==> config.mk <==
export PLATFORM = sky130hd
export DESIGN_NAME = pfa_front
export DESIGN_NICKNAME = d
export VERILOG_FILES = /design/src/rtl/pfa_pkg.sv /design/src/rtl/pfa_front.sv
export SDC_FILE = /design/constraint.sdc
export NUM_CORES = 1
export LEC_CHECK = 0
export ABC_CLOCK_PERIOD_IN_PS = 5100
export BUFFER_PORTS_ARGS = -buffer_cell sky130_fd_sc_hd__buf_2
export CORE_AREA = 3 3 53 55
export DETAILED_ROUTE_END_ITERATION = 8
export DIE_AREA = 0 0 56 58
export GPL_ROUTABILITY_DRIVEN = 0
export PLACE_DENSITY = 0.87
export SLEW_MARGIN = 10
export SYNTH_ARGS = -nofsm -noshare
export SYNTH_HDL_FRONTEND = slang
export SYNTH_SLANG_ARGS = --single-unit
==> constraint.sdc <==
create_clock -name vclk -period 5.1
set_input_delay 0.51 -clock vclk [all_inputs]
set_output_delay 0.51 -clock vclk [all_outputs]
set_load 0.02 [all_outputs]
==> src/rtl/pfa_pkg.sv <==
// pfa_pkg: shared types, constants and helper functions of the page frame allocator
// depends on nothing; used by every module under rtl except pfa_ram

package pfa_pkg;

    // page geometry and register widths
    localparam int PAGE_SHIFT  = 12;
    localparam int ADDR_W      = 32;
    localparam int IDX_W       = 13;
    localparam int PAGE_IDX_W  = ADDR_W - PAGE_SHIFT;
    localparam int FREE_W      = 13;
    localparam logic [FREE_W-1:0] FREE_MAX = {FREE_W{1'b1}};

    // in-use bitmap geometry: one row holds the flags of 64 pages
    localparam int ROW_W       = 64;
    localparam int BIT_W       = 6;
    localparam int PROW_W      = IDX_W - BIT_W;

    // default page store depth
    localparam int PAGES_DEFAULT = 4096;

    // command queue between front and back
    localparam int QUEUE_DEPTH = 2;

    // configuration port
    localparam int CFG_IDX_W  = 1;
    localparam int CFG_DATA_W = 13;
    localparam logic [CFG_IDX_W-1:0] CFG_FIRST_USABLE = 1'b0;
    localparam logic [CFG_IDX_W-1:0] CFG_PAGE_COUNT   = 1'b1;
    localparam logic [IDX_W-1:0] FIRST_RESET = 13'd0;
    localparam logic [IDX_W-1:0] COUNT_RESET = 13'd4096;

    // request modes
    localparam logic MODE_ALLOC   = 1'b0;
    localparam logic MODE_RELEASE = 1'b1;

    typedef enum logic [2:0] {
        ST_OK            = 3'd0,
        ST_OOM           = 3'd1,
        ST_MISALIGNED    = 3'd2,
        ST_RANGE         = 3'd3,
        ST_NOT_ALLOCATED = 3'd4
    } status_t;

    typedef enum logic [1:0] {
        CMD_ALLOC   = 2'd0,
        CMD_RELEASE = 2'd1,
        CMD_REJECT  = 2'd2
    } cmd_kind_t;

    typedef struct packed {
        cmd_kind_t         kind;
        status_t           status;
        logic [IDX_W-1:0]  idx;
    } cmd_t;

    typedef struct packed {
        logic [IDX_W-1:0] first;
        logic [IDX_W-1:0] lim;
    } cfg_t;

    typedef enum logic [1:0] {
        BK_CLEAR = 2'd0,
        BK_IDLE  = 2'd1,
        BK_SCAN  = 2'd2,
        BK_REL   = 2'd3
    } bk_state_t;

    // page count clipped to the store depth
    function automatic logic [IDX_W-1:0] eff_limit(input logic [IDX_W-1:0] count,
                                                   input int pages);
        logic [IDX_W-1:0] res;
        if (int'(count) < pages) begin
            res = count;
        end else begin
            res = IDX_W'(pages);
        end
        return res;
    endfunction

    // free counter value after a register write
    function automatic logic [FREE_W-1:0] free_reload(input logic [IDX_W-1:0] first,
                                                      input logic [IDX_W-1:0] lim);
        logic [FREE_W-1:0] res;
        if (lim > first) begin
            res = FREE_W'(lim - first);
        end else begin
            res = '0;
        end
        return res;
    endfunction

endpackage

==> src/rtl/pfa_front.sv <==
// pfa_front: classifies incoming request words into allocator commands
// depends on pfa_pkg

module pfa_front (
    input  logic                         s_mode,
    input  logic [pfa_pkg::ADDR_W-1:0]   s_page_address,
    input  pfa_pkg::cfg_t                cfg,
    output pfa_pkg::cmd_t                cmd
);

    logic [pfa_pkg::PAGE_IDX_W-1:0] page_idx;
    logic [pfa_pkg::PAGE_IDX_W-1:0] first_ext;
    logic [pfa_pkg::PAGE_IDX_W-1:0] lim_ext;

    assign page_idx  = s_page_address[pfa_pkg::ADDR_W-1:pfa_pkg::PAGE_SHIFT];
    assign first_ext = pfa_pkg::PAGE_IDX_W'(cfg.first);
    assign lim_ext   = pfa_pkg::PAGE_IDX_W'(cfg.lim);

    // release checks go alignment, range, then in-use in the back end
    always_comb begin
        cmd.kind   = pfa_pkg::CMD_REJECT;
        cmd.status = pfa_pkg::ST_OK;
        cmd.idx    = page_idx[pfa_pkg::IDX_W-1:0];
        priority if (s_mode == pfa_pkg::MODE_ALLOC) begin
            if (cfg.first >= cfg.lim) begin
                cmd.status = pfa_pkg::ST_OOM;
            end else begin
                cmd.kind = pfa_pkg::CMD_ALLOC;
            end
        end else if (s_page_address[pfa_pkg::PAGE_SHIFT-1:0] != '0) begin
            cmd.status = pfa_pkg::ST_MISALIGNED;
        end else if (page_idx < first_ext || page_idx >= lim_ext) begin
            cmd.status = pfa_pkg::ST_RANGE;
        end else begin
            cmd.kind = pfa_pkg::CMD_RELEASE;
        end
    end

endmodule

Word-level counts from Yosys, hierarchy flattened --
Index checks and enable logic that the tools add are counted.
Storage, ports and cells: logic and storage cells 12, input port bits 59, output and inout port bits 18, flip-flop bits (word level) 0
Operators by class: order comparisons 3, reduce and logical (&&, ||, !) cells 2, multiplexer cells 7
Operators by type and width (number):
- $ge A20 B13 Y1 | 1
- $lt A20 B13 Y1 | 1
- $ge A13 B13 Y1 | 1
- $reduce_bool A12 Y1 | 1
- $mux W2 | 5
- $mux W5 | 1
- $logic_or A1 B1 Y1 | 1
- $mux W1 | 1

Logic depth before layout (Yosys ltp) --
depth in word-level cells 5, depth in mapped cells 7, mapped depth without buffers 7

Worst setup path before layout --
No wires, ideal clock.
kind input-to-output, from input port s_page_address[26] in the netlist's numbering, to output port cmd[13] in the netlist's numbering, buffers on the path 0, setup slack 2.460 ns, cell stages on the path 5, arrival time 2.130 ns, data required time 4.590 ns, cells stage by stage or4_4 nor4_4 o21ai_1 a2111o_1 a41oi_1
RTL lines:
- start, declared | line pfa_front.sv:6 | input logic [pfa_pkg::ADDR_W-1:0] s_page_address,
- end, declared | line pfa_front.sv:8 | output pfa_pkg::cmd_t cmd

==> out/metrics.yaml <==
hold_path.class: "primary input to output port"
io_pins: 77
cp-start-kind: "primary input"
final_hold_viol_count: 0
die-area_um2: 3248
postCtsHoldBufs: 0
fin_crit_sh_pct: 55.06
path_cells: "buf_2 > inv_1 > ha_1 > nand4_1 > or4_1 > a21oi_1 > o41ai_1 > a41oi_1 > buf_2"
avgViaCountPerCell: 5.151
final_common_cell: "buf_2"
fp-row-count: 18
grt.total_usage_pct: 16.61
ctsResizeCount: 0
critPathKind: "primary input to output port"
nets: 308
wl_mm: 2.673
seq_cell_count: 0
seqCellArea_um2: 0
synth.avg_cell_area_um2: 7.643
critPathSlowestCell: "or4_1"
dieWidth_um: 56
crit_top_cell: "buf_2"
path_buf_inv: 3
avgRoutedWirePerCell_um: 11.18
crit_path_max_incr_delay_ps: 560
synth_nets: 244
cp_data_required_time_ps: 4590
ys_types: 32
critPathArrivalTime_ps: 2300
ir_drop_uv: 44.99
antenna_found_initial: 0
final_cell_mix: "buf_2, ha_1, inv_1"
clkbuf_count: 0
finalInstanceArea_um2: 1436
grt_start_max_net_pins: 7
port_buffers: 76
power_density_nw_per_um2: 75.47
slew_violations: 0
dp_hpwl_mm: 2.592
grt_pass1_wl_mm: 4.685
post_cts_buffers: 0
clock.fmax_ghz: 0.3561
end_kind: "output port"
status: "completed"
fin_util_pct: 59.05
ys_seq_area_share_pct: 0
first_pass_iters: 4
coreArea_um2: 2432
path_max_fanout: 2
syn_area_um2: 1124
power_leakage_uw: 0.0009050
synthCells: 147
whs_ps: 1263
detail-route-antenna-nets: 0
maxCapViolCount: 0
crit_family: "simple AND/OR/NAND/NOR gates"
route.detailed.drc: 0
grt_setup_unrepaired: "false"
setup_tns_ps: 0
initial_core_util_pct: 46.19
overflow: 0
drive_gt1_share_pct: 38.76
num_vias: 1231
die_y_um: 58
antenna_cells: 0
syn2layout_area_growth_pct: 27.84
drt_iter0_drc: 24
ys_warn_count: 0
finalSetupViolCount: 0
period_minus_slack_ps: 2808
placed_area_um2: 1436
first_global_vias: 1202
-- cells by family after synthesis --
family / after synthesis / share of synthesized area (%)
AOI/OAI and AO/OA: 32 / 19.37
adders and majority gates: 38 / 42.32
buffers and inverters: 42 / 18.71
other: 1 / 0.3338
and+or+nand+nor: 34 / 19.26
-- through the flow --
step                setup WS (ps)  instances  total power (uW)
finish                       2292        239             108.4
global route                 2146        239             126.2
floorplan                    2460        147             70.24
CTS                          2280        239             110.3
global placement             2315        239             106.0
detailed placement           2300        239             109.8
-- synth_stat cells, drive strengths merged --
library cell / number / area share (%)
o21a: 2 / 1.3
o31ai: 2 / 1.3
a211o: 4 / 3.1
a21o: 3 / 2.0
a2111o: 1 / 1.0
nor2: 3 / 1.0
nand2: 3 / 1.0
o21ai: 2 / 0.89
nor2b: 2 / 1.1
and3: 5 / 2.9
a41oi: 1 / 0.78
a31oi: 5 / 2.8
or4: 2 / 1.7
conb: 1 / 0.33
and4: 1 / 0.78
nand3: 3 / 1.3
or2: 2 / 1.1
nor3: 2 / 0.89
nand4: 3 / 1.7
ha: 38 / 42
nor4: 5 / 4.1
inv: 28 / 9.4
nand2b: 3 / 1.7
a21oi: 9 / 4.0
buf: 14 / 9.4
o41ai: 1 / 0.78
a21boi: 1 / 0.67
o211ai: 1 / 0.67
-- report_power, final --
| group | leakage (uW) | internal [uW] | switching, uW |
|---|---|---|---|
| sequential | 0 | 0 | 0 |
| combinational | 0.000905 | 51.8 | 56.6 |
| clock | 0 | 0 | 0 |
-- path summary, 6_finish.rpt --
kind	start	end	cells after the start
worst max-delay path	cfg[11]	cmd[13]	9
worst min-delay path	s_page_address[12]	cmd[0]	2
-- per-layer routing --
layer	part of all wire [%]	GRT usage [%]	up-vias
li1	-	-	644
met1	43	21.50	538
met2	49	31.39	49
met3	7.9	2.004	0
met4	0	0	0
met5	0	0	-
-- layout make-up --
class	instances	area, um^2
fillers	261	996.0
multi-input cells	105	913.4
well taps	30	37.54
repair buffers	76	380.4
inverters	28	105.1
Note: power is estimated with default switching activity, not from simulation.
