<file path="config.mk">
export PLATFORM = sky130hd
export DESIGN_NAME = pfa_cmd_queue
export DESIGN_NICKNAME = d
export VERILOG_FILES = /design/src/rtl/pfa_pkg.sv /design/src/rtl/pfa_cmd_queue.sv
export SDC_FILE = /design/constraint.sdc
export NUM_CORES = 1
export LEC_CHECK = 0
export ABC_AREA = 1
export BUFFER_PORTS_ARGS = -buffer_cell sky130_fd_sc_hd__buf_4
export CAP_MARGIN = 20
export CORE_UTILIZATION = 48
export DETAILED_ROUTE_END_ITERATION = 10
export GPL_TIMING_DRIVEN = 0
export PLACE_DENSITY = 0.74
export SETUP_SLACK_MARGIN = 0.1
export SLEW_MARGIN = 20
export SYNTH_ARGS = -nofsm -noshare
export SYNTH_HDL_FRONTEND = slang
export SYNTH_SLANG_ARGS = --single-unit
</file>
<file path="constraint.sdc">
create_clock -name aclk -period 2 [get_ports aclk]
set_clock_uncertainty 0.05 [all_clocks]
set_input_delay 0.4 -clock aclk [delete_from_list [all_inputs] [get_ports aclk]]
set_output_delay 0.4 -clock aclk [all_outputs]
set_load 0.02 [all_outputs]
</file>
<file path="src/rtl/pfa_pkg.sv">
// pfa_pkg: shared types, constants and helper functions of the page frame allocator
// depends on nothing; used by every module under rtl except pfa_ram

package pfa_pkg;

    // page geometry and register widths
    localparam int PAGE_SHIFT  = 12;
    localparam int ADDR_W      = 32;
    localparam int IDX_W       = 13;
    localparam int PAGE_IDX_W  = ADDR_W - PAGE_SHIFT;
    localparam int FREE_W      = 13;
    localparam logic [FREE_W-1:0] FREE_MAX = {FREE_W{1'b1}};

    // in-use bitmap geometry: one row holds the flags of 64 pages
    localparam int ROW_W       = 64;
    localparam int BIT_W       = 6;
    localparam int PROW_W      = IDX_W - BIT_W;

    // default page store depth
    localparam int PAGES_DEFAULT = 4096;

    // command queue between front and back
    localparam int QUEUE_DEPTH = 2;

    // configuration port
    localparam int CFG_IDX_W  = 1;
    localparam int CFG_DATA_W = 13;
    localparam logic [CFG_IDX_W-1:0] CFG_FIRST_USABLE = 1'b0;
    localparam logic [CFG_IDX_W-1:0] CFG_PAGE_COUNT   = 1'b1;
    localparam logic [IDX_W-1:0] FIRST_RESET = 13'd0;
    localparam logic [IDX_W-1:0] COUNT_RESET = 13'd4096;

    // request modes
    localparam logic MODE_ALLOC   = 1'b0;
    localparam logic MODE_RELEASE = 1'b1;

    typedef enum logic [2:0] {
        ST_OK            = 3'd0,
        ST_OOM           = 3'd1,
        ST_MISALIGNED    = 3'd2,
        ST_RANGE         = 3'd3,
        ST_NOT_ALLOCATED = 3'd4
    } status_t;

    typedef enum logic [1:0] {
        CMD_ALLOC   = 2'd0,
        CMD_RELEASE = 2'd1,
        CMD_REJECT  = 2'd2
    } cmd_kind_t;

    typedef struct packed {
        cmd_kind_t         kind;
        status_t           status;
        logic [IDX_W-1:0]  idx;
    } cmd_t;

    typedef struct packed {
        logic [IDX_W-1:0] first;
        logic [IDX_W-1:0] lim;
    } cfg_t;

    typedef enum logic [1:0] {
        BK_CLEAR = 2'd0,
        BK_IDLE  = 2'd1,
        BK_SCAN  = 2'd2,
        BK_REL   = 2'd3
    } bk_state_t;

    // page count clipped to the store depth
    function automatic logic [IDX_W-1:0] eff_limit(input logic [IDX_W-1:0] count,
                                                   input int pages);
        logic [IDX_W-1:0] res;
        if (int'(count) < pages) begin
            res = count;
        end else begin
            res = IDX_W'(pages);
        end
        return res;
    endfunction

    // free counter value after a register write
    function automatic logic [FREE_W-1:0] free_reload(input logic [IDX_W-1:0] first,
                                                      input logic [IDX_W-1:0] lim);
        logic [FREE_W-1:0] res;
        if (lim > first) begin
            res = FREE_W'(lim - first);
        end else begin
            res = '0;
        end
        return res;
    endfunction

endpackage

</file>
<file path="src/rtl/pfa_cmd_queue.sv">
// pfa_cmd_queue: short fifo of classified commands between front and back
// depends on pfa_pkg

module pfa_cmd_queue (
    input  logic          aclk,
    input  logic          aresetn,
    input  logic          push,
    input  pfa_pkg::cmd_t push_cmd,
    input  logic          pop,
    output logic          full,
    output logic          head_valid,
    output pfa_pkg::cmd_t head_cmd
);

    localparam int DEPTH = pfa_pkg::QUEUE_DEPTH;
    localparam int PTR_W = (DEPTH > 1) ? $clog2(DEPTH) : 1;
    localparam int CNT_W = $clog2(DEPTH + 1);

    pfa_pkg::cmd_t    entry_reg [DEPTH];
    logic [PTR_W-1:0] wr_ptr_reg, wr_ptr_next;
    logic [PTR_W-1:0] rd_ptr_reg, rd_ptr_next;
    logic [CNT_W-1:0] count_reg, count_next;

    // pointer and fill count update
    always_comb begin
        wr_ptr_next = wr_ptr_reg;
        rd_ptr_next = rd_ptr_reg;
        count_next  = count_reg;
        if (push) begin
            wr_ptr_next = (wr_ptr_reg == PTR_W'(DEPTH - 1)) ? '0 : wr_ptr_reg + 1'b1;
        end
        if (pop) begin
            rd_ptr_next = (rd_ptr_reg == PTR_W'(DEPTH - 1)) ? '0 : rd_ptr_reg + 1'b1;
        end
        if (push && !pop) begin
            count_next = count_reg + 1'b1;
        end else if (pop && !push) begin
            count_next = count_reg - 1'b1;
        end
    end

    always_ff @(posedge aclk) begin
        if (!aresetn) begin
            wr_ptr_reg <= '0;
            rd_ptr_reg <= '0;
            count_reg  <= '0;
        end else begin
            wr_ptr_reg <= wr_ptr_next;
            rd_ptr_reg <= rd_ptr_next;
            count_reg  <= count_next;
        end
    end

    // entry storage
    always_ff @(posedge aclk) begin
        if (push) begin
            entry_reg[wr_ptr_reg] <= push_cmd;
        end
    end

    assign full       = (count_reg == CNT_W'(DEPTH));
    assign head_valid = (count_reg != '0);
    assign head_cmd   = entry_reg[rd_ptr_reg];

endmodule

</file>
After elaboration in Yosys (flattened, before gate mapping)
Memory sizes are Yosys's and may differ from the RTL's. A register that Yosys moved wholly into a read port is not among the register bits.
Index checks and enable logic that the tools add are counted.
Widths: inputs -> output; s select.
{ "totals": {"reg_bits": 4, "elab_cells": 23, "mem_bits_rw": 36, "mem_count": 1} }
{ "mem_list": {"columns": ["memory", "words", "word_bits", "read_ports", "rd_clocked_by_memory_dff", "wr", "line", "text"], "rows": [
  ["entry_reg", 2, 18, 1, 1, 1, "pfa_cmd_queue.sv:19", "pfa_pkg::cmd_t entry_reg [DEPTH];"]
]} }
{ "classes": {"mux": 8, "n_addsub": 4, "reduce_logical": 6, "n_eq_ne": 1} }
{ "op_table": {"columns": ["op", "n"], "rows": [
  ["$mux 1", 6],
  ["$mux 2", 2],
  ["$reduce_bool 2->1", 2],
  ["$add 1x1->1 const B", 2],
  ["$add 2x1->2 const B", 1],
  ["$eq 2x2->1 const B", 1],
  ["$logic_and 1x1->1", 2],
  ["$logic_not 1->1", 2],
  ["$sub 2x1->2 const B", 1]
]} }

Longest topological paths before layout
Gate-level depths: netlist (run 1).
{ "logic_depth": {"ltp_word": 4, "ltp_mapped": 8} }

Worst setup path after synthesis (run 1)
Ideal clock, no wire load.
{ "synth_path": {"kind": "input port to flip-flop", "start": "in push", "end": "mem entry_reg[0][0] (netlist name), enable pin", "setup_slack_ns": 0.352, "setup_ns": 0.393, "required_time_ns": 1.557, "cell_stages": 2, "t_arrival_ns": 1.205, "path_cell_list": "inv_1 nor2_1"} }
{ "synth_between": {"elab_chain_cells": 2} }
{ "synth_rtl": {"columns": ["element", "line", "text"], "rows": [
  ["start, declared", "pfa_cmd_queue.sv:7", "input logic push,"],
  ["$mux 1", "pfa_cmd_queue.sv:56", "if (push) begin"],
  ["$mux 1 (not written as such)", "pfa_cmd_queue.sv:57", "entry_reg[wr_ptr_reg] <= push_cmd;"],
  ["end, declared", "pfa_cmd_queue.sv:19", null]
]} }
Every way passes these cells.

==> summary.md, run 1 <==
| Metric | Value |
|---|---|
| Outcome | finished clean |
| Syn Nets | 114 |
| Clk_lat worst skew | 0.34 ns |
| Vias per cell | 4.77 |
| Leak | 0.865 nW |
| Max Slew Vio Count | 0 |
| Vias in the first global route | 887 |
| Hold EP | entry_reg[0][16]$_DFFE_PP_ |
| Initial antenna violation count | 0 |
| Dpl hpwl | 1.76 mm |
| Total number of vias | 896 |
| CORE AREA | 3080 µm² |
| Post-route DRC | 0 |
| Maximum root-to-sink buffer count | 2 |
| Detailed Route Iter0 Violations | 23 |
| Setup TNS | 0 ns |
| Layout cell share with drive strength beyond 1 | 0.507 |
| Routability cong. | 0.682 |
| Mapped Area | 1580 µm² |
| Largest net degree at the start of global routing | 19 |
| Worst r2r path cells | 2 |
| R2r setup slk | 0.55 ns |
| Num ports | 42 |
| Syn avg cell area | 17.4 µm² |
| Period utilisation layout | 0.926 |
| Crit Path Class | flop to output pin |
| H-tree levels | 2 |
| RSZ-0062 raised after global routing | yes |
| Routed Antenna Nets | 0 |
| Wl on met1 | 1.03 mm |
| Final Hold Violating Endpoints | 0 |
| Post-Syn Instances | 91 |
| Overflow after GRT | 0 |
| Met2 WL post-DR | 1.33 mm |
| NumNets Final | 166 |
| Root Driver | clkbuf_4 |
| Cell total after placement | 177 |
| Slew @ Worst Pin | 0.745 ns |
| Worst setup EP type | output pin |
| CTS Sinks | 41 |
| Post-Layout Cell Count | 188 |
| Delay of the slowest critical-path stage | 0.34 ns |
| Met3 Wirelength | 128 µm |
| Dpl ws | 0.408 ns |
| Reg2Reg Capture Point | entry_reg[1][3]$_DFFE_PP_ |
| Final Setup Violations | 0 |
| CTS tree | yes |
| Hold path cells | 1 |
| Port Buffers | 41 |
| Post-synthesis cell type count | 14 |
| First-pass GRT wire length | 3.87 mm |
| Initial Util | 0.513 |
| Max reg flops | 36 |
| Syn. warnings | 0 |
| FILL cells | 239 |
| Final min period | 1.85 ns |
| Final setup margin | 0.148 ns |
| Pwr dens | 805 nW/µm² |
| Total Power | 0.00169 W |
| Reg-to-reg startpoint | wr_ptr_reg$_SDFFE_PN0P_ |
| Die footprint | 3530 µm² |
| Clk slew on worst S/H paths | 0.12 ns |
| Critical path data arrival time | 1.40 ns |
| Router iterations before antenna repair | 4 |
| Slowest-stage cell, CP | dfxtp_2 |
| Worst Path Max Fanout | 4 |
| CP startpoint kind | flop |
| CTS Buf Count | 5 |
| Flops & latches, synth | 41 |
| FF/Latch Area | 1180 µm² |
| CP Cell Sequence | buf_6, buf_12, mux2_2, buf_4 |
| Max rail drop VDD | 0.484 mV |
| DIE WIDTH | 59.4 µm |
| Total track usage | 0.160 |
| Area taken by multi-input logic gates | 340 µm² |
| Ant. Diodes | 0 |
| Max transition margin | 0.502 |
| Hold path start | push_cmd[16] |
| DR top layer | met4 |
| Post-layout util | 0.681 |
| Hold Crit Class | primary input to flop |
| Sequential area share after synthesis | 0.747 |
| DRT Wirelength | 2.55 mm |
| Max-Cap Viols | 0 |
| Routed len/inst | 13.6 µm |
| Die H | 59.4 µm |
| Num rows | 20 |
| Critical Path RT | 1.55 ns |
| Area Overhead vs Synth | 32.6% |
| Fmax | 540 MHz |
[cell usage after synthesis]
cell / n / area (µm²)
mux2_2: 8 / 90.1
nand3_1: 1 / 5.00
buf_12: 1 / 20.0
a21oi_1: 1 / 5.00
nand2_1: 9 / 33.8
inv_1: 8 / 30.0
buf_6: 1 / 11.3
edfxtp_1: 36 / 1080
mux2_4: 10 / 150
nand4_1: 1 / 6.26
ha_1: 1 / 12.5
nor2_1: 8 / 30.0
dfxtp_1: 5 / 100
o21ai_0: 1 / 5.00
[stage by stage]
step,hold slack [ns],cell area [µm²]
finish,0.181,2100
global route,0.164,2100
CTS,0.172,2010
detailed placement,0.440,1960
global placement,0.425,1940
floorplan,0.413,1580
[power by group]
part | total (W) | switching [W] | internal (W)
logic | 0.000306 | 0.000143 | 0.000163
registers | 0.000998 | 0.0000142 | 0.000983
clock network | 0.000383 | 0.000246 | 0.000137
[final cells by class]
class                           instances  area share
Sequential cell                        41       0.564
Timing Repair Buffer                   45       0.194
Multi-Input combinational cell         40       0.162
Tap cell                               44      0.0263
Clock buffer                            7      0.0215
Buffer                                  2      0.0149
Inverter                                8      0.0143
Clock inverter                          1     0.00239
[cell families (layout without fill, tap and decap cells)]
logic type / after synthesis / count (layout) / synth area share
flip-flops: 41 / 41 / 0.747
AO/OA/AOI/OAI: 2 / 2 / 0.00633
multiplexers: 18 / 18 / 0.152
AND/OR/NAND/NOR: 19 / 19 / 0.0475
buffers and inverters: 10 / 63 / 0.0388
adder cells (fa/ha/maj): 1 / 1 / 0.00792
[timing repair]
item / in CTS / in global routing
cloned: 0 / 1
resized for setup: 0 / 6
hold buffers: 0 / 0
setup endpoints to repair: 10 / 10
setup buffers: 0 / 2
[worst max path at each step]
stage,startpoint,to,slack [ns],depth (start not counted)
after floorplan,push,entry_reg[0][0]$_DFFE_PP_,0.35,2
after global placement,push,entry_reg[0][8]$_DFFE_PP_,-0.15,3
after detailed placement,push,entry_reg[1][8]$_DFFE_PP_,0.41,3
after CTS,flop,head_cmd[16],0.08,4
after global routing,flop,head_cmd[12],0.1,4
final,flop,head_cmd[7],0.15,4
[worst max-delay path: cells and delay by family, from the launching register on]
kind | cells | cell delay (ns)
DFF | 1 | 0.34
buffers and inverters | 3 | 0.40
muxes | 1 | 0.33
[layer usage]
| layer | vias up | GRT usage |
|---|---|---|
| li1 | 433 | - |
| met1 | 430 | 0.171 |
| met2 | 26 | 0.271 |
| met3 | 7 | 0.0524 |
| met4 | 0 | 0.102 |
| met5 | - | 0 |
[placed cells by master (no fill, tap or decap)]
master	n
mux2_2	8
a21oi_1	1
clkbuf_1	2
nand3_1	1
mux2_4	10
clkbuf_16	1
buf_12	3
ha_1	1
clkinv_2	1
nand4_1	1
buf_6	6
clkbuf_4	5
dfxtp_1	4
edfxtp_1	36
o21ai_0	1
buf_8	1
dfxtp_2	1
nor2_2	1
inv_1	8
buf_4	36
nor2_1	7
nand2_1	9
No activity file was read; power rests on OpenSTA's default activity.
==> inputs of run 2 (changes only) <==
Settings changed: CORE_UTILIZATION 48 to 50, PLACE_DENSITY 0.74 to 0.76.
==> run 2 against run 1 <==
Net effect: power is 1.4% higher; critical endpoint is now head_cmd[6]; via count is 0.33% lower; worst hold slack better by 0.010 ns.
==> summary.md, run 2 (synthesized netlist as in run 1, its figures left out) <==
| Metric | Value |
|---|---|
| DIE WIDTH | 58.2 µm |
| Critical path data arrival time | 1.41 ns |
| Dpl hpwl | 1.82 mm |
| Detailed Route Iter0 Violations | 30 |
| Leading cell type in the layout, fill and taps excluded | buf_4 |
| CTS Buf Count | 5 |
| Critical path's top delay family | buffers and inverters |
| Num rows | 20 |
| Crit Path Class | flop to output pin |
| First-pass GRT wire length | 3.98 mm |
| Slowest-stage cell, CP | dfxtp_2 |
| H-tree levels | 2 |
| Router iterations before antenna repair | 4 |
| Setup TNS | 0 ns |
| Initial antenna violation count | 0 |
| Worst r2r path cells | 2 |
| Worst Path Max Fanout | 6 |
| Fmax | 537 MHz |
| CORE AREA | 3030 µm² |
| Hold Crit Class | primary input to flop |
| Max Slew Vio Count | 0 |
| Die footprint | 3390 µm² |
| DRT Wirelength | 2.59 mm |
| Max rail drop VDD | 0.489 mV |
| Cts-stage hold buffer count | 0 |
| Num ports | 42 |
| Routed len/inst | 13.8 µm |
| Vias in the first global route | 894 |
| Max transition margin | 0.522 |
| Total number of vias | 893 |
| CP Depth | 4 |
| Final Setup Violations | 0 |
| CP Buf/Inv Count | 3 |
| Routed Antenna Nets | 0 |
| Routability cong. | 0.656 |
| Outcome | finished clean |
| Die H | 58.2 µm |
| Leak | 0.868 nW |
| Clk_lat worst skew | 0.33 ns |
| Layout cell share with drive strength beyond 1 | 0.514 |
| Port Buffers | 41 |
| Post-route DRC | 0 |
| Largest net degree at the start of global routing | 19 |
| CP startpoint kind | flop |
| Area Overhead vs Synth | 32.5% |
| Cell total after placement | 177 |
| Slew @ Worst Pin | 0.716 ns |
| Delay of the slowest critical-path stage | 0.34 ns |
| Final Hold Violating Endpoints | 0 |
| Root Driver | clkbuf_4 |
| Pwr dens | 817 nW/µm² |
| Post-Layout Cell Count | 188 |
| Period utilisation layout | 0.931 |
| Max reg flops | 36 |
| Post-layout util | 0.691 |
| Overflow after GRT | 0 |
| Max-Cap Viols | 0 |
| CP Cell Sequence | buf_6, buf_12, mux2_2, buf_4 |
| CTS Sinks | 41 |
| Maximum root-to-sink buffer count | 2 |
| Ant. Diodes | 0 |
| Clk slew on worst S/H paths | 0.11 ns |
| Most frequent cells in the layout | 37 x buf_4, 36 x edfxtp_1, 10 x mux2_4 |
| Critical Path RT | 1.55 ns |
| Total track usage | 0.169 |
| RSZ-0062 raised after global routing | yes |
| Initial Util | 0.522 |
| CTS tree | yes |
| Vias per cell | 4.75 |
| Worst setup EP type | output pin |
| Final min period | 1.86 ns |
| Hold path cells | 1 |
| NumNets Final | 166 |
==> run 2: cell types whose count changed in the layout (fill, tap and decap cells not counted) <==
cell	delta
buf_12	-1
clkbuf_1	-2
buf_4	+1
clkbuf_8	+1
clkinv_1	+1
==> run 2: what timing repair did <==
action	4_1_cts	5_1_grt
gates cloned	0	1
setup endpoints to repair	4	10
buffers inserted	0	2
hold endpoints to repair	0	0
resized for setup	0	6
pin swaps	0	0
==> run 2: path summary, 6_finish.rpt <==
| path | from | to | slack [ns] |
|---|---|---|---|
| worst max register to register | wr_ptr_reg$_SDFFE_PN0P_ | entry_reg[1][6]$_DFFE_PP_ | 0.59 |
| worst min register to register | rd_ptr_reg$_SDFFE_PN0P_ | rd_ptr_reg$_SDFFE_PN0P_ | 0.47 |
| worst max-delay path | flop | head_cmd[6] | 0.14 |
| worst min-delay path | push_cmd[8] | entry_reg[1][8]$_DFFE_PP_ | 0.19 |
==> run 2: power by group <==
group / internal [W] / total (W) / switching [W]
Sequential: 0.000983 / 0.000998 / 0.0000148
Combinational: 0.000159 / 0.000301 / 0.000142
Clock: 0.000166 / 0.000411 / 0.000245
==> run 2: area by class of cell <==
class | instances | area (µm²)
clock inverter | 2 | 8.76
tap | 44 | 55.1
sequential | 41 | 1180
clock buffer | 6 | 51.3
inverter | 8 | 30.0
buffer | 2 | 31.3
multi-input combinational | 40 | 340
fill | 219 | 935
timing repair buffer | 45 | 394
==> run 2: per-stage QoR <==
| stage | power (W) | area (µm²) | hold WS (ns) | worst slack, ns |
|---|---|---|---|---|
| 6_report | 0.00171 | 2090 | 0.191 | 0.138 |
| 3_3_place_gp | 0.00128 | 1940 | 0.427 | -0.132 |
| 3_5_place_dp | 0.00130 | 1960 | 0.443 | 0.430 |
| 2_1_floorplan | 0.00117 | 1580 | 0.413 | 0.352 |
| 5_1_grt | 0.00179 | 2090 | 0.155 | 0.0792 |
| 4_1_cts | 0.00170 | 2020 | 0.181 | 0.0895 |
==> run 2: layer usage <==
layer	share of wire	GRT usage	vias up
met5	0	0	-
met4	0.011	0.0714	0
met3	0.064	0.0781	4
met2	0.54	0.292	29
met1	0.39	0.178	430
li1	-	-	430
