--- src/rtl/pfa_pkg.sv ---
// pfa_pkg: shared types, constants and helper functions of the page frame allocator
// depends on nothing; used by every module under rtl except pfa_ram

package pfa_pkg;

    // page geometry and register widths
    localparam int PAGE_SHIFT  = 12;
    localparam int ADDR_W      = 32;
    localparam int IDX_W       = 13;
    localparam int PAGE_IDX_W  = ADDR_W - PAGE_SHIFT;
    localparam int FREE_W      = 13;
    localparam logic [FREE_W-1:0] FREE_MAX = {FREE_W{1'b1}};

    // in-use bitmap geometry: one row holds the flags of 64 pages
    localparam int ROW_W       = 64;
    localparam int BIT_W       = 6;
    localparam int PROW_W      = IDX_W - BIT_W;

    // default page store depth
    localparam int PAGES_DEFAULT = 4096;

    // command queue between front and back
    localparam int QUEUE_DEPTH = 2;

    // configuration port
    localparam int CFG_IDX_W  = 1;
    localparam int CFG_DATA_W = 13;
    localparam logic [CFG_IDX_W-1:0] CFG_FIRST_USABLE = 1'b0;
    localparam logic [CFG_IDX_W-1:0] CFG_PAGE_COUNT   = 1'b1;
    localparam logic [IDX_W-1:0] FIRST_RESET = 13'd0;
    localparam logic [IDX_W-1:0] COUNT_RESET = 13'd4096;

    // request modes
    localparam logic MODE_ALLOC   = 1'b0;
    localparam logic MODE_RELEASE = 1'b1;

    typedef enum logic [2:0] {
        ST_OK            = 3'd0,
        ST_OOM           = 3'd1,
        ST_MISALIGNED    = 3'd2,
        ST_RANGE         = 3'd3,
        ST_NOT_ALLOCATED = 3'd4
    } status_t;

    typedef enum logic [1:0] {
        CMD_ALLOC   = 2'd0,
        CMD_RELEASE = 2'd1,
        CMD_REJECT  = 2'd2
    } cmd_kind_t;

    typedef struct packed {
        cmd_kind_t         kind;
        status_t           status;
        logic [IDX_W-1:0]  idx;
    } cmd_t;

    typedef struct packed {
        logic [IDX_W-1:0] first;
        logic [IDX_W-1:0] lim;
    } cfg_t;

    typedef enum logic [1:0] {
        BK_CLEAR = 2'd0,
        BK_IDLE  = 2'd1,
        BK_SCAN  = 2'd2,
        BK_REL   = 2'd3
    } bk_state_t;

    // page count clipped to the store depth
    function automatic logic [IDX_W-1:0] eff_limit(input logic [IDX_W-1:0] count,
                                                   input int pages);
        logic [IDX_W-1:0] res;
        if (int'(count) < pages) begin
            res = count;
        end else begin
            res = IDX_W'(pages);
        end
        return res;
    endfunction

    // free counter value after a register write
    function automatic logic [FREE_W-1:0] free_reload(input logic [IDX_W-1:0] first,
                                                      input logic [IDX_W-1:0] lim);
        logic [FREE_W-1:0] res;
        if (lim > first) begin
            res = FREE_W'(lim - first);
        end else begin
            res = '0;
        end
        return res;
    endfunction

endpackage

--- src/rtl/pfa_ram.sv ---
// pfa_ram: generic single-write, single-read memory with registered read data
// depends on nothing

module pfa_ram #(
    parameter int WIDTH = 64,
    parameter int DEPTH = 64,
    localparam int AW = (DEPTH > 1) ? $clog2(DEPTH) : 1
) (
    input  logic             aclk,
    input  logic             we,
    input  logic [AW-1:0]    waddr,
    input  logic [WIDTH-1:0] wdata,
    input  logic             re,
    input  logic [AW-1:0]    raddr,
    output logic [WIDTH-1:0] rdata
);

    logic [WIDTH-1:0] mem_reg [DEPTH];
    logic [WIDTH-1:0] rdata_reg;

    // write port
    always_ff @(posedge aclk) begin
        if (we) begin
            mem_reg[waddr] <= wdata;
        end
    end

    // registered read port
    always_ff @(posedge aclk) begin
        if (re) begin
            rdata_reg <= mem_reg[raddr];
        end
    end

    assign rdata = rdata_reg;

endmodule

--- src/rtl/pfa_back.sv ---
// pfa_back: executes commands against the in-use bitmap and holds the result register
// depends on pfa_pkg and pfa_ram

module pfa_back #(
    parameter int PAGES = pfa_pkg::PAGES_DEFAULT
) (
    input  logic                          aclk,
    input  logic                          aresetn,
    input  pfa_pkg::cfg_t                 cfg,
    input  logic                          reload,
    input  logic [pfa_pkg::FREE_W-1:0]    reload_value,
    input  logic                          q_valid,
    input  pfa_pkg::cmd_t                 q_cmd,
    output logic                          q_pop,
    output logic                          clearing,
    output logic                          m_valid,
    input  logic                          m_ready,
    output logic [pfa_pkg::ADDR_W-1:0]    m_granted_address,
    output logic [2:0]                    m_status,
    output logic [pfa_pkg::FREE_W-1:0]    m_free_count
);

    localparam int ROWS   = (PAGES + pfa_pkg::ROW_W - 1) / pfa_pkg::ROW_W;
    localparam int ROW_AW = (ROWS > 1) ? $clog2(ROWS) : 1;
    localparam int RW     = pfa_pkg::ROW_W;
    localparam int PRW    = pfa_pkg::PROW_W;
    localparam int BW     = pfa_pkg::BIT_W;
    localparam logic [pfa_pkg::FREE_W-1:0] FREE_RESET =
        pfa_pkg::free_reload(pfa_pkg::FIRST_RESET,
                             pfa_pkg::eff_limit(pfa_pkg::COUNT_RESET, PAGES));

    pfa_pkg::bk_state_t state_reg, state_next;
    logic [ROW_AW-1:0]  clr_row_reg, clr_row_next;
    logic [PRW-1:0]     rd_row_reg, rd_row_next;
    logic [BW-1:0]      bit_reg, bit_next;
    logic [pfa_pkg::FREE_W-1:0] free_reg, free_next;

    logic                        m_valid_reg, m_valid_next;
    logic [pfa_pkg::ADDR_W-1:0]  m_granted_reg, m_granted_next;
    pfa_pkg::status_t            m_status_reg, m_status_next;
    logic [pfa_pkg::FREE_W-1:0]  m_free_reg, m_free_next;

    logic              ram_we, ram_re;
    logic [ROW_AW-1:0] ram_waddr, ram_raddr;
    logic [RW-1:0]     ram_wdata, ram_rdata;
    logic [PRW-1:0]    rd_row_sel;
    logic [ROW_AW+PRW-1:0] raddr_ext, waddr_ext;

    logic              out_free;
    logic              load;
    logic [pfa_pkg::ADDR_W-1:0] load_granted;
    pfa_pkg::status_t  load_status;

    logic [PRW-1:0]    first_row, last_row;
    logic [pfa_pkg::IDX_W-1:0] lim_m1;
    logic [RW-1:0]     lo_mask, hi_mask, free_bits;
    logic [BW-1:0]     ffs_pos;
    logic              ffs_hit;
    logic [pfa_pkg::FREE_W-1:0] free_dec, free_inc;

    // in-use bitmap, one flag per page, 64 pages per row
    pfa_ram #(
        .WIDTH (RW),
        .DEPTH (ROWS)
    ) u_used_map (
        .aclk  (aclk),
        .we    (ram_we),
        .waddr (ram_waddr),
        .wdata (ram_wdata),
        .re    (ram_re),
        .raddr (ram_raddr),
        .rdata (ram_rdata)
    );

    // row bounds of the usable page window
    assign lim_m1    = cfg.lim - 1'b1;
    assign first_row = cfg.first[pfa_pkg::IDX_W-1:BW];
    assign last_row  = lim_m1[pfa_pkg::IDX_W-1:BW];

    // free pages of the row under scan, limited to the usable window
    always_comb begin
        lo_mask = {RW{1'b1}};
        hi_mask = {RW{1'b1}};
        if (rd_row_reg == first_row) begin
            lo_mask = {RW{1'b1}} << cfg.first[BW-1:0];
        end
        if (rd_row_reg == last_row) begin
            hi_mask = {RW{1'b1}} >> (BW'(RW - 1) - lim_m1[BW-1:0]);
        end
        free_bits = ~ram_rdata & lo_mask & hi_mask;
    end

    // lowest free page in the row
    always_comb begin
        ffs_pos = '0;
        for (int i = RW - 1; i >= 0; i--) begin
            if (free_bits[i]) begin
                ffs_pos = BW'(i);
            end
        end
        ffs_hit = |free_bits;
    end

    // saturating free counter steps
    assign free_dec = (free_reg != '0) ? free_reg - 1'b1 : free_reg;
    assign free_inc = (free_reg != pfa_pkg::FREE_MAX) ? free_reg + 1'b1 : free_reg;

    assign out_free = !m_valid_reg || m_ready;

    // row index to memory address
    assign raddr_ext = {{ROW_AW{1'b0}}, rd_row_sel};
    assign waddr_ext = {{ROW_AW{1'b0}}, rd_row_reg};

    // sequencer: clearing pass, command dispatch, row scan, release update
    always_comb begin
        state_next   = state_reg;
        clr_row_next = clr_row_reg;
        rd_row_next  = rd_row_reg;
        bit_next     = bit_reg;
        free_next    = free_reg;
        q_pop        = 1'b0;
        ram_we       = 1'b0;
        ram_waddr    = waddr_ext[ROW_AW-1:0];
        ram_wdata    = ram_rdata;
        ram_re       = 1'b0;
        rd_row_sel   = rd_row_reg;
        load         = 1'b0;
        load_granted = '0;
        load_status  = pfa_pkg::ST_OK;

        unique case (state_reg)
            pfa_pkg::BK_CLEAR: begin
                ram_we    = 1'b1;
                ram_waddr = clr_row_reg;
                ram_wdata = '0;
                if (clr_row_reg == ROW_AW'(ROWS - 1)) begin
                    state_next = pfa_pkg::BK_IDLE;
                end else begin
                    clr_row_next = clr_row_reg + 1'b1;
                end
            end
            pfa_pkg::BK_IDLE: begin
                if (q_valid && out_free) begin
                    q_pop = 1'b1;
                    unique case (q_cmd.kind)
                        pfa_pkg::CMD_ALLOC: begin
                            ram_re      = 1'b1;
                            rd_row_sel  = first_row;
                            rd_row_next = first_row;
                            state_next  = pfa_pkg::BK_SCAN;
                        end
                        pfa_pkg::CMD_RELEASE: begin
                            ram_re      = 1'b1;
                            rd_row_sel  = q_cmd.idx[pfa_pkg::IDX_W-1:BW];
                            rd_row_next = q_cmd.idx[pfa_pkg::IDX_W-1:BW];
                            bit_next    = q_cmd.idx[BW-1:0];
                            state_next  = pfa_pkg::BK_REL;
                        end
                        default: begin
                            load        = 1'b1;
                            load_status = q_cmd.status;
                        end
                    endcase
                end
            end
            pfa_pkg::BK_SCAN: begin
                priority if (ffs_hit) begin
                    ram_we       = 1'b1;
                    ram_wdata    = ram_rdata | (RW'(1) << ffs_pos);
                    free_next    = free_dec;
                    load         = 1'b1;
                    load_granted = pfa_pkg::ADDR_W'({rd_row_reg, ffs_pos,
                                                     {pfa_pkg::PAGE_SHIFT{1'b0}}});
                    state_next   = pfa_pkg::BK_IDLE;
                end else if (rd_row_reg == last_row) begin
                    load        = 1'b1;
                    load_status = pfa_pkg::ST_OOM;
                    state_next  = pfa_pkg::BK_IDLE;
                end else begin
                    ram_re      = 1'b1;
                    rd_row_sel  = rd_row_reg + 1'b1;
                    rd_row_next = rd_row_reg + 1'b1;
                end
            end
            pfa_pkg::BK_REL: begin
                load       = 1'b1;
                state_next = pfa_pkg::BK_IDLE;
                if (ram_rdata[bit_reg]) begin
                    ram_we    = 1'b1;
                    ram_wdata = ram_rdata & ~(RW'(1) << bit_reg);
                    free_next = free_inc;
                end else begin
                    load_status = pfa_pkg::ST_NOT_ALLOCATED;
                end
            end
            default: begin
                state_next = pfa_pkg::BK_IDLE;
            end
        endcase

        // register write reloads the free counter
        if (reload) begin
            free_next = reload_value;
        end
    end

    assign ram_raddr = raddr_ext[ROW_AW-1:0];

    // result word register
    always_comb begin
        m_valid_next   = m_valid_reg && !m_ready;
        m_granted_next = m_granted_reg;
        m_status_next  = m_status_reg;
        m_free_next    = m_free_reg;
        if (load) begin
            m_valid_next   = 1'b1;
            m_granted_next = load_granted;
            m_status_next  = load_status;
            m_free_next    = free_next;
        end
    end

    always_ff @(posedge aclk) begin
        if (!aresetn) begin
            state_reg   <= pfa_pkg::BK_CLEAR;
            clr_row_reg <= '0;
            free_reg    <= FREE_RESET;
            m_valid_reg <= 1'b0;
        end else begin
            state_reg   <= state_next;
            clr_row_reg <= clr_row_next;
            free_reg    <= free_next;
            m_valid_reg <= m_valid_next;
        end
    end

    always_ff @(posedge aclk) begin
        rd_row_reg    <= rd_row_next;
        bit_reg       <= bit_next;
        m_granted_reg <= m_granted_next;
        m_status_reg  <= m_status_next;
        m_free_reg    <= m_free_next;
    end

    assign clearing          = (state_reg == pfa_pkg::BK_CLEAR);
    assign m_valid           = m_valid_reg;
    assign m_granted_address = m_granted_reg;
    assign m_status          = m_status_reg;
    assign m_free_count      = m_free_reg;

endmodule

--- config.mk ---
export PLATFORM = sky130hd
export DESIGN_NAME = pfa_back
export DESIGN_NICKNAME = d
export VERILOG_FILES = /design/src/rtl/pfa_pkg.sv /design/src/rtl/pfa_ram.sv /design/src/rtl/pfa_back.sv
export SDC_FILE = /design/constraint.sdc
export NUM_CORES = 2
export LEC_CHECK = 0
export BUFFER_PORTS_ARGS = -buffer_cell sky130_fd_sc_hd__buf_2
export CORE_MARGIN = 2
export CORE_UTILIZATION = 55
export DETAILED_ROUTE_END_ITERATION = 8
export PLACE_DENSITY = 0.71
export SYNTH_ARGS = -nofsm -noshare
export SYNTH_HDL_FRONTEND = slang
export SYNTH_HIERARCHICAL = 1
export SYNTH_SLANG_ARGS = --single-unit
--- constraint.sdc ---
create_clock -name aclk -period 11.8 [get_ports aclk]
set_input_delay 1.77 -clock aclk [delete_from_list [all_inputs] [get_ports aclk]]
set_output_delay 1.77 -clock aclk [all_outputs]
set_load 0.02 [all_outputs]
# Yosys cells after proc, flatten, opt, wreduce, memory -nomap -nowiden
# Memory sizes are Yosys's and may differ from the RTL's. A register that Yosys moved wholly into a read port is not among the register bits.
# Cells that the tools add are included.
# Widths: inputs -> output; s select.
[word_totals]
regBits = 83
latch_bits = 0
ram_bits = 4096
mem_bits_ro = 0
wordCells = 173
memories = 1
[classes]
addsub = 6
mul = 0
div_mod_pow = 0
n_lt_le_gt_ge = 1
n_eq_ne = 14
shift = 4
mux = 113
bitwise = 7
n_reduce_logical = 16
[memory_table]
columns = ["name", "depth", "word_bits", "read_ports", "rd_clocked_by_memory_dff", "write_ports", "line_no", "rtl"]
rows = [
  ["u_used_map.mem_reg", 64, 64, 1, 1, 1, "pfa_ram.sv:18", "logic [WIDTH-1:0] mem_reg [DEPTH];"],
]
[ops]
columns = ["cell", "n"]
rows = [
  ["$mux 6", 65],
  ["$mux 64", 4],
  ["$and 64x64->64", 3],
  ["$pmux 64 s3", 1],
  ["$not 64->64", 2],
  ["$shl 1x6->64 const A", 2],
  ["$mux 13", 5],
  ["$or 64x64->64", 1],
  ["$reduce_or 64->1", 1],
  ["$shl 64x6->64 const A", 1],
  ["$shr 64x6->64 const A", 1],
  ["$pmux 7 s2", 2],
  ["$pmux 13 s2", 1],
  ["$sub 13x1->13 const B", 2],
  ["$mux 7", 3],
  ["$mux 1", 18],
  ["$eq 7x7->1", 2],
  ["$add 13x1->13 const B", 1],
  ["$ne 13x13->1 const B", 1],
  ["$reduce_bool 13->1", 1],
  ["$mux 3", 3],
  ["$pmux 3 s3", 1],
  ["$mux 2", 4],
  ["$pmux 2 s4", 1],
  ["25 further kinds", 35],
]

# Depth between registers and ports, before layout
[depth]
ltp_word = 73
depth_mapped = 30
depth_no_buf = 19

# By module
# The synthesis kept the hierarchy.
[by_module_without_submodules]
columns = ["module", "n_inst", "cells_each", "area_per_inst_um2"]
rows = [
  ["pfa_ram", 1, 6598, 156989.3],
  ["pfa_back", 1, 1552, 10700.3],
]

# Worst setup path after synthesis
# No wires, ideal clock.
[synth_timing]
path_type = "in2reg"
from = "input cfg[1] (netlist name)"
to = "memory u_used_map.mem_reg[48][0], enable pin"
setup_time_ps = 564
t_arrival_ps = 9944
required_time_ps = 11236
setup_slack_ps = 1292
path_stages = 21
path_cell_list = "clkbuf_1 inv_1 ha_1 or4b_1 clkbuf_1 a21boi_1 a221oi_2 nor2_1 buf_2 nor3_1 buf_2 o2111ai_1 nor4_1 and3b_1 buf_4 and2_4 buf_6 nand2b_1 a22oi_1 nand4b_1 nor3_1"
[synth_via]
elab_chain_cells = 10
elab_cells_between_ends = 11
classes_between = "add/sub: 2; eq/ne: 1; shift: 1; mux: 5; bitwise: 1; reduce/logical: 1"
[synth_lines]
columns = ["item", "line_no", "rtl"]
rows = [
  ["start: declaration", "pfa_back.sv:9", "input pfa_pkg::cfg_t cfg,"],
  ["$sub 13x1->13 *", "pfa_back.sv:76", "assign lim_m1 = cfg.lim - 1'b1;"],
  ["$sub 6x6->6", "pfa_back.sv:88", "hi_mask = {RW{1'b1}} >> (BW'(RW - 1) - lim_m1[BW-1:0]);"],
  ["$shr 64x6->64", "pfa_back.sv:88", ""],
  ["$mux 64 *", "pfa_back.sv:87", "if (rd_row_reg == last_row) begin"],
  ["$and 64x64->64 *", "pfa_back.sv:90", "free_bits = ~ram_rdata & lo_mask & hi_mask;"],
  ["$reduce_or 64->1 *", "pfa_back.sv:101", "ffs_hit = |free_bits;"],
  ["$mux 1 *", "pfa_back.sv:167", "priority if (ffs_hit) begin"],
  ["$pmux 1 s3 *", "pfa_back.sv:131", "unique case (state_reg)"],
  ["via ram_we", "pfa_back.sv:43", "logic ram_we, ram_re;"],
  ["$mux 1 *", "pfa_ram.sv:23", "if (we) begin"],
  ["$mux 1 (not written as such) *", "pfa_ram.sv:24", "mem_reg[waddr] <= wdata;"],
  ["end: declaration", "pfa_ram.sv:18", ""],
]
# Mark *: on every way through the listed nets, which the timed path passes. The rest lies on a longest branch.

# Worst setup path after layout
[layout_timing]
from = "input cfg[1] (netlist name)"
to = "register u_used_map.rdata_reg[46], in the netlist u_used_map/rdata[46], read port of u_used_map.mem_reg, data pin"
[layout_via]
elab_chain_cells = 8
elab_cells_between_ends = 13
classes_between = "add/sub: 2; eq/ne: 1; shift: 1; mux: 7; bitwise: 1; reduce/logical: 1"
[layout_lines]
columns = ["item", "line_no", "rtl"]
rows = [
  ["$sub 13x1->13 *", "pfa_back.sv:76", ""],
  ["$sub 6x6->6", "pfa_back.sv:88", ""],
  ["$shr 64x6->64", "pfa_back.sv:88", ""],
  ["$mux 64", "pfa_back.sv:87", ""],
  ["$and 64x64->64", "pfa_back.sv:90", ""],
  ["$reduce_or 64->1", "pfa_back.sv:101", ""],
  ["$mux 7 *", "--", ""],
  ["$pmux 7 s2 *", "pfa_back.sv:131", ""],
  ["via rd_row_next[0]", "pfa_back.sv:34", "logic [PRW-1:0] rd_row_reg, rd_row_next;"],
  ["end: declaration", "pfa_ram.sv:19", "logic [WIDTH-1:0] rdata_reg;"],
]
# Mark *: on every way through the listed nets, which the timed path passes. The rest lies on a longest branch. The select of a mux whose other input is x is not followed.
# A chain may end at the register's enable or synchronous reset.

==> results by group <==
Routing
  • Wire length per cell: 39.03 um
  • Final ANT Viol Nets: 0
  • Via density: 7.077
  • DRC errors left: 0
  • Overall routed net length: 503.8 mm
  • Pre-antenna DRT Iters: 6
  • Initial detailed-routing violation count: 14.64k
  • Vias: 91.33k

Critical path
  • Worst R2R Start: rd_row_reg[5]
  • Max FO, Critical Path: 27
  • Worst reg2reg path depth: 20
  • Crit path launch type: primary input
  • Reg2reg end: u_used_map/rdata[46]
  • Reg2reg setup slack: 3000 ps
  • Critical path class: primary input to register
  • WP data arrival: 10240 ps
  • Max stage delay on crit path: 770 ps
  • Worst path bufs/invs: 5
  • Worst-path cell chain: buf_2 -> inv_1 -> ha_1 -> nor2b_1 -> xnor2_1 -> or3_1 -> and3_1 -> or3_1 -> a211oi_1 -> nor4b_2 -> and3b_1 -> and2_4 -> nand3_1 -> nor3b_1 -> a211o_4 -> buf_12 -> buf_4 -> buf_4 -> mux4_2 -> nor2b_1 -> a211oi_1 -> o22ai_1 -> and3_1
  • Critical Path RT: 12510 ps
  • CP max stage cell: a211o_4
  • Setup crit end kind: register
  • Largest delay share family, worst path: simple AND/OR/NAND/NOR gates

Power and ir drop
  • Final Power: 29.91 mW
  • Worst vdd ir: 0.0001139 V
  • Pleak: 50.38 nW
  • Power per cell area: 157.6 nW/um^2

GRT
  • Pin count of the biggest net entering global routing: 114
  • Total GRT Usage: 32.60%
  • First-pass GRT wire length: 700.1 mm
  • GR Overflow Total: 0
  • Vias in the first global route: 89.27k
  • Initial antenna violation count: 20

Die
  • Core area: 303000 sq um
  • Initial core utilization: 55.34%
  • Row count: 202
  • Die Y: 556.2 um
  • Full die area: 309300 sq um
  • Ports: 113
  • Die X: 556.2 um

Layout
  • Commonest non-fill, non-tap cells in the layout: 4196 x edfxtp_1, 1045 x mux4_2, 417 x clkbuf_16, 269 x buf_4, 227 x nand2_1
  • Nets: 8651
  • Share of cells above drive strength 1: 26.00%
  • Non-filler cells, final: 12.91k
  • Commonest non-fill, non-tap cell in the layout: edfxtp_1
  • Number of flip-flops in the largest register: 4096
  • Footprint of the multi-input gates: 39960 sq um
  • Register area: 126600 sq um
  • # fillers: 19.99k
  • Area Growth Syn to Fin: 13.17%

Clock network
  • Post-CTS sizing: 0
  • CTS max path bufs: 4
  • Worst skew pair latency: 990 ps
  • Htree depth: 5
  • Clock Pin Slew Worst Setup and Hold Paths: 60 ps
  • TritonCTS clock tree: yes
  • Cts hold-fix bufs: 0
  • Clk root buf: clkbuf_16
  • Sink Count: 4224
  • Post-CTS setup buffers: 0
  • TritonCTS Buffers: 414

Place
  • Gpl congestion: 0.9728
  • Port Buf Inserts: 93
  • Placed Instances: 12.14k
  • HPWL after DPL: 283.5 mm

Timing
  • Final hold vios: 0
  • Slew Limit Headroom: 7.151%
  • Fin Setup TNS: 0 ps
  • Tmin final: 9537 ps
  • Clk_skew: 56.70 ps
  • Setup violations, final: 0
  • Max Fclk: 0.1049 GHz
  • Max Slew Vio Count: 0
  • Worst-Margin Slew: 1375 ps
  • RSZ-0062 raised after global routing: no
  • Tcrit/Tclk final: 80.83%

Hold path
  • Hold WC Path Type: register to register
  • Hold endpoint: clr_row_reg[4]
  • Hold Path Depth: 2
  • Hold Startpoint: clr_row_reg[4]

Yosys
  • Synthesized cell area: 167700 sq um
  • Unique cell type count in the Yosys netlist: 93
  • Synth Register Bits: 4224
  • Fraction of registers with async set/reset: 0%
  • Main flop type after synthesis: edfxtp_1
  • Syn_area_per_cell: 20.58 sq um
  • Synth Instances: 8150
  • Warnings, synthesis: 6
  • Post-synth EDFFs: 4196
  • Sequential area share after synthesis: 75.47%

Flow run
  • Max-cap violations: 0

Outcome
  • Run status: complete, no violations
-- synth_stat cells (25+ instances only) --
library cell  instances  area, sq um
a211oi_1             82        615.6
a21boi_0             42        315.3
a21oi_1              87        435.4
a22o_1               90        788.3
a22oi_1             182         1366
a31oi_1              59        369.1
a41oi_1              37        324.1
and2_1               37        231.5
and3_1               88        550.5
buf_1                29        108.9
buf_2               186        930.9
buf_4                56        420.4
clkbuf_1            218        818.3
dfxtp_1              28        560.5
edfxtp_1           4196       126000
inv_1                56        210.2
mux2i_1             148         1481
mux4_2             1045        23540
nand2_1             230        863.3
nand2b_1             40        250.2
nand3_1             103        515.5
nor2_1              252        945.9
nor2b_1              45        281.5
nor3_1               36        180.2
o21a_1               25        187.7
o21ai_0             188        940.9
o221ai_1             46        402.9
o22ai_1              91        569.3
or2_2                41        256.5
or3_1                48        300.3
-- cell families after synthesis --
kind of cell / Yosys count / synth area share [%]
buffers and inverters: 557 / 1.556
xor gates and xnor gates: 34 / 0.1776
AOI/OAI and AO/OA: 1106 / 4.660
and+or+nand+nor: 1014 / 3.063
muxes: 1203 / 14.99
other: 1 / 0.002236
DFF: 4224 / 75.47
adders and majority gates: 11 / 0.08207
-- per-stage QoR --
step | hold slack [ps] | setup WS (ps) | cell area, sq um | utilization [%]
4_1_cts | 538.0 | 2475 | 189700 | 62.59
3_3_place_gp | 493.5 | 1620 | 176700 | 58.32
2_1_floorplan | 468.0 | 1292 | 167800 | -
3_5_place_dp | 529.5 | 1491 | 176800 | 58.33
6_report | 529.5 | 2263 | 189800 | 62.62
5_1_grt | 557.7 | 1879 | 189700 | 62.61
-- metal layers --
| layer | track usage (%) | up-vias | part of all wire, % |
|---|---|---|---|
| met3 | 7.526 | 1141 | 13 |
| met4 | 13.63 | 6 | 4.9 |
| met1 | 45.47 | 48165 | 36 |
| met5 | 0 | - | 0.0067 |
| met2 | 50.10 | 6771 | 46 |
| li1 | - | 35248 | - |
-- where the power goes --
part | switching, mW | internal (mW) | total, mW
clock network | 5.57 | 7.14 | 12.7
registers | 0.0245 | 16.3 | 16.4
logic | 0.517 | 0.328 | 0.844
-- how the worst max path moves through the flow --
stage | from | endpoint | cells after the start
after floorplan | cfg[1] | u_used_map/mem_reg[48][0] | 21
after global placement | cfg[1] | u_used_map/rdata[6] | 21
after detailed placement | cfg[1] | u_used_map/rdata[40] | 20
after CTS | cfg[1] | u_used_map/rdata[46] | 23
after global routing | cfg[1] | u_used_map/rdata[40] | 20
final | cfg[1] | u_used_map/rdata[46] | 23
-- cell type report --
class / instances / area share, %
timing repair buffer: 493 / 2.699
multi-input combinational: 3387 / 21.06
clock buffer: 528 / 5.718
inverter: 58 / 0.1147
clock inverter: 227 / 1.081
tap: 3978 / 2.623
sequential: 4224 / 66.69
antenna: 11 / 0.01451
-- worst register-to-register path, stage by stage (launching register included) --
cell	delay, ps
dfxtp_1	630
xnor2_1	200
nand4_1	720
o41ai_1	1470
o32a_1	290
o21ai_0	220
a21o_1	270
or4b_4	550
and3b_1	410
and2_4	300
nand3_1	190
nor3b_1	320
a211o_4	770
buf_12	350
buf_4	270
buf_4	210
mux4_2	490
nor2b_1	160
a211oi_1	310
o22ai_1	200
and3_1	190
(Power assumes the default switching activity.)
